`config.mk`:
```
export PLATFORM = sky130hd
export DESIGN_NAME = bpe_cell
export DESIGN_NICKNAME = d
export VERILOG_FILES = /design/src/rtl/bpe_pkg.sv /design/src/rtl/bpe_cell.sv
export SDC_FILE = /design/constraint.sdc
export NUM_CORES = 2
export LEC_CHECK = 0
export ABC_CLOCK_PERIOD_IN_PS = 22300
export BUFFER_PORTS_ARGS = -buffer_cell sky130_fd_sc_hd__buf_4
export CORE_MARGIN = 10
export CORE_UTILIZATION = 55
export CTS_BUF_LIST = sky130_fd_sc_hd__clkbuf_4 sky130_fd_sc_hd__clkbuf_8
export DETAILED_ROUTE_END_ITERATION = 6
export PLACE_DENSITY_LB_ADDON = 0.15
export SLEW_MARGIN = 20
export SYNTH_ARGS = -nofsm -noshare
export SYNTH_HDL_FRONTEND = slang
export SYNTH_SLANG_ARGS = --single-unit
export TNS_END_PERCENT = 1
```
`constraint.sdc`:
```
create_clock -name clk -period 22.3 [get_ports clk]
set_input_delay 4.46 -clock clk [delete_from_list [all_inputs] [get_ports clk]]
set_output_delay 4.46 -clock clk [all_outputs]
set_load 0.01 [all_outputs]
```
`src/rtl/bpe_pkg.sv`:
```
package bpe_pkg;

	// Grid size: the patch has PATCH_ORDER x PATCH_ORDER control points
	localparam int PATCH_ORDER = 4;
	localparam int IDX_W       = (PATCH_ORDER > 2) ? $clog2(PATCH_ORDER) : 1;
	localparam int LVL_W       = (PATCH_ORDER > 2) ? $clog2(PATCH_ORDER - 1) : 1;

	// Number formats
	localparam int COORD_W = 24;
	localparam int PARAM_W = 17;
	localparam int FRAC_W  = 16;
	localparam int PROD_W  = COORD_W + PARAM_W + 2;

	localparam logic [PARAM_W-1:0] PARAM_ONE = PARAM_W'(1 << FRAC_W);

	// Command codes
	localparam logic CMD_LOAD = 1'b0;
	localparam logic CMD_EVAL = 1'b1;

	typedef logic signed [COORD_W-1:0] coord_t;
	typedef logic signed [PROD_W-1:0]  prod_t;
	typedef logic [PARAM_W-1:0]        param_t;

	typedef struct packed {
		coord_t x;
		coord_t y;
		coord_t z;
	} point_t;

	typedef struct packed {
		prod_t x;
		prod_t y;
		prod_t z;
	} prod_pt_t;

	typedef enum logic [1:0] {
		CELL_HOLD,
		CELL_LOAD,
		CELL_MUL,
		CELL_ADD
	} cell_op_t;

	// Per-cycle command broadcast to every cell
	typedef struct packed {
		cell_op_t         op;
		logic             sel_ext;
		logic [IDX_W-1:0] rd_idx;
		param_t           t;
	} cell_ctrl_t;

	// Control point write into one cell's column store
	typedef struct packed {
		logic             en;
		logic [IDX_W-1:0] idx;
		point_t           pt;
	} cell_wr_t;

	typedef enum logic [2:0] {
		ST_IDLE,
		ST_FETCH,
		ST_MUL,
		ST_ADD,
		ST_FINISH
	} seq_state_t;

	// Parameters above 1.0 saturate to 1.0
	function automatic param_t clamp_param(param_t p);
		return (p > PARAM_ONE) ? PARAM_ONE : p;
	endfunction

	// First half of a lerp: (b - a) * t
	function automatic prod_t lerp_mul(coord_t a, coord_t b, param_t t);
		logic signed [COORD_W:0] diff;
		logic signed [PARAM_W:0] ts;
		diff = {b[COORD_W-1], b} - {a[COORD_W-1], a};
		ts   = {1'b0, t};
		return diff * ts;
	endfunction

	// Second half: a + floor(prod / 2^16); the result stays between a and b
	function automatic coord_t lerp_add(coord_t a, prod_t p);
		prod_t sh;
		sh = p >>> FRAC_W;
		return a + sh[COORD_W-1:0];
	endfunction

endpackage

```
`src/rtl/bpe_cell.sv`:
```
module bpe_cell (
	input  logic                clk,
	input  bpe_pkg::cell_ctrl_t ctrl,
	input  bpe_pkg::cell_wr_t   wr,
	input  bpe_pkg::point_t     ext_pt,
	input  bpe_pkg::point_t     nbr_pt,
	output bpe_pkg::point_t     pt
);
	import bpe_pkg::*;

	// One grid column: entry r is the control point of row r
	point_t   store_q [PATCH_ORDER];
	point_t   pt_q;
	prod_pt_t prod_q;

	// Column store write
	always_ff @(posedge clk) begin
		if (wr.en) begin
			store_q[wr.idx] <= wr.pt;
		end
	end

	// Working point: load, then alternate multiply and add with right neighbor
	always_ff @(posedge clk) begin
		case (ctrl.op)
			CELL_LOAD: begin
				pt_q <= ctrl.sel_ext ? ext_pt : store_q[ctrl.rd_idx];
			end
			CELL_MUL: begin
				prod_q.x <= lerp_mul(pt_q.x, nbr_pt.x, ctrl.t);
				prod_q.y <= lerp_mul(pt_q.y, nbr_pt.y, ctrl.t);
				prod_q.z <= lerp_mul(pt_q.z, nbr_pt.z, ctrl.t);
			end
			CELL_ADD: begin
				pt_q.x <= lerp_add(pt_q.x, prod_q.x);
				pt_q.y <= lerp_add(pt_q.y, prod_q.y);
				pt_q.z <= lerp_add(pt_q.z, prod_q.z);
			end
			default: begin
			end
		endcase
	end

	assign pt = pt_q;

endmodule
```
==> impl_results.md <==
- Status: completed
- CP endpoint kind: register
- Reg2Reg Capture Point: prod_q[82]$_DFFE_PN_
- Clk slew on worst S/H paths: 0.07 ns
- Setup violators final: 0
- Crit-path max cell delay: 0.54 ns
- Period utilization: 0.581
- Nets: 8458
- Post-CTS Setup Bufs: 0
- Worst EP arrival: 13.33 ns
- Total iterations of the first detailed-routing run: 6
- Post-CTS Hold Buffers: 0
- Synth Flop Type: edfxtp_1
- Setup_tns: 0 ns
- FF-to-FF path depth: 37
- CTS buffer count: 69
- Htree depth: 3
- Worst Skew: 0.0747 ns
- Register area share after synthesis: 0.201
- Synth cell types: 78
- Syn avg cell area: 10.1 µm²
- CP max stage cell: fa_1
- Post-DR vias/cell: 5.42
- Number of synthesized flops with an enable pin: 432
- Post-DR wirelength/cell: 20.7 µm
- Post-DRT Antenna Nets: 0
- CP top delay family: adder cells
- Post-Route WL: 170000 µm
- # resized after CTS: 0
- Fmax: 77.2 MHz
- Initial antenna violation count: 23
- Die height: 363 µm
- Critical path startpoint category: input pin
- Filler instances: 9855
- Hold Crit Depth: 3
- Sink Count: 432
- Post-detail-place hpwl: 128000 µm
- Die area: 132000 µm²
- Final Slew Violations: 0
- Max cap viols: 0
- Vias: 44419
- FFs w/ async S/R, synth: 0
- Largest net degree at the start of global routing: 78
- PortBufs: 313
- Mapped Cells: 6382
- First-pass GRT wire length: 273000 µm
- Relative slew slack: 0.201
- Crit path kind: input pin to register
- I/O pin cnt: 314
- Worst-Margin Slew: 1.20 ns
- Worst reg2reg setup slack: 12.75 ns
- Worst path bufs/invs: 7
- Longest Clk Path Bufs: 3
- DRC violations left: 0
- Synth Net Count: 8235
- Most frequent CP cell: fa_1
- Min Tclk post-route: 12.96 ns
- Clk_lat worst skew: 0.69 ns
- #FFs+latches synth: 432
- RSZ-0062 raised after global routing: false
- Critical Path Fanout Max: 17
- Hold_sp: prod_q[102]$_DFFE_PN_
- CTS root buf: clkbuf_8
- Most common cell after layout, fill and taps aside: inv_1
- P&R area growth vs syn: 8.63%
- Commonest cells after routing, fill and taps aside: 1511 x inv_1, 1188 x fa_1, 741 x nand2_1
- Synthesized area: 64700 µm²
- Gr ovfl total: 0
- Hold endpoint: pt[48]$_DFFE_PP_
- Core area: 117000 µm²
- Initial detailed-routing violation count: 2958
- Vias in the first global route: 48331
- Final Hold Viols: 0
- Routability cong.: 0.922
- GRT Util Overall: 0.265
- Hold Path Class: register to register
- Warnings, synthesis: 0
- Initial Util: 0.555
- # rows: 125
- R2r startpoint: pt[24]$_DFFE_PP_
- Share of layout cells above drive strength 1: 0.0955
- Worst EP required: 22.68 ns
- Die width: 363 µm
- CTS tree: yes
sequential cells by signal, indices dropped and copies added (netlist names):
register and flops:
store_q 288, prod_q 72, pt 72
how the worst max path moves through the flow:
| stage | slack, ns | depth (start not counted) | end | start |
|---|---|---|---|---|
| 3_3_place_gp | 8.86 | 39 | prod_q[82]$_DFFE_PN_ | nbr_pt[24] |
| 6_report | 9.34 | 39 | prod_q[82]$_DFFE_PN_ | nbr_pt[24] |
| 2_1_floorplan | 9.68 | 36 | prod_q[39]$_DFFE_PN_ | nbr_pt[0] |
| 3_5_place_dp | 8.73 | 35 | prod_q[125]$_DFFE_PN_ | nbr_pt[48] |
| 4_1_cts | 9.40 | 34 | prod_q[125]$_DFFE_PN_ | nbr_pt[48] |
| 5_1_grt | 8.74 | 39 | prod_q[82]$_DFFE_PN_ | nbr_pt[24] |
per-stage QoR:
step	cell area, µm²	utilization	hold slack (ns)	setup WS (ns)	instances
2_1_floorplan	64700	-	0.607	9.68	6382
3_3_place_gp	68700	0.590	0.633	8.86	8058
3_5_place_dp	68800	0.590	0.677	8.73	8058
4_1_cts	70200	0.602	0.680	9.40	8181
5_1_grt	70200	0.603	0.717	8.74	8188
6_report	70200	0.603	0.673	9.34	8190
worst reg2reg max path, delay by kind of cell, from the launching register on:
kind | cells | cell delay [ns]
flip-flops | 1 | 0.51
AO/OA/AOI/OAI | 17 | 3.43
adder cells (fa/ha/maj) | 9 | 3.98
buffers and inverters | 5 | 0.41
AND/OR/NAND/NOR | 4 | 0.70
XOR/XNOR | 2 | 0.28
metal layers:
layer  part of all wire  GRT usage  routed length, µm  up-vias
met5            0.00078          0                132        -
met4              0.027     0.0769               4590       22
met3              0.077     0.0491              13100      293
met2               0.47      0.428              79600     1472
met1               0.42      0.365              72000    22708
li1                   -          -                  -    19924
logic make-up after synthesis:
group	Yosys count	synth area share
muxes	137	0.0353
DFF	432	0.201
buffers and inverters	1764	0.102
xor gates and xnor gates	215	0.0296
AOI/OAI and AO/OA	524	0.0521
adders and majority gates	1611	0.450
and+or+nand+nor	1699	0.130
cells in the mapped netlist, drive strengths merged, types with 5 or more instances:
library cell	count	area, µm²
a211oi	22	170
a21oi	140	704
o21a	38	285
nand3	26	130
nor2b	113	707
nor2	125	469
nand4	9	56.3
nor4b	5	43.8
mux2i	56	561
nand2b	38	238
o31ai	14	115
mux2	9	101
a21boi	6	48.8
xnor2	158	1400
inv	1511	5670
xor2	56	490
ha	423	5290
and3	18	113
fa	1188	23800
o21bai	19	143
mux4	72	1620
edfxtp	432	13000
and2	555	3470
a31o	8	70.1
buf	22	86.3
nor3	38	190
o211ai	11	82.6
or3	9	56.3
a2111oi	5	51.3
a21o	65	488
o41ai	7	76.3
a31oi	15	109
clkbuf	231	867
nand2	741	2780
nand3b	5	37.5
o21ai	141	709
final cells by class:
type                       count  area [µm²]  area share
antenna                        9        22.5    0.000321
clock buffer                  83        1050      0.0150
clock inverter                40         388     0.00552
inverter                    1511        5670      0.0807
multi-input combinational   4186       45200       0.643
sequential                   432       13000       0.185
tap                         1524        1910      0.0271
timing repair buffer         405        3040      0.0433
Power is left out: the tool's default activity adds up to more than one toggle a clock period on the data nets, which glitch-free logic cannot reach.
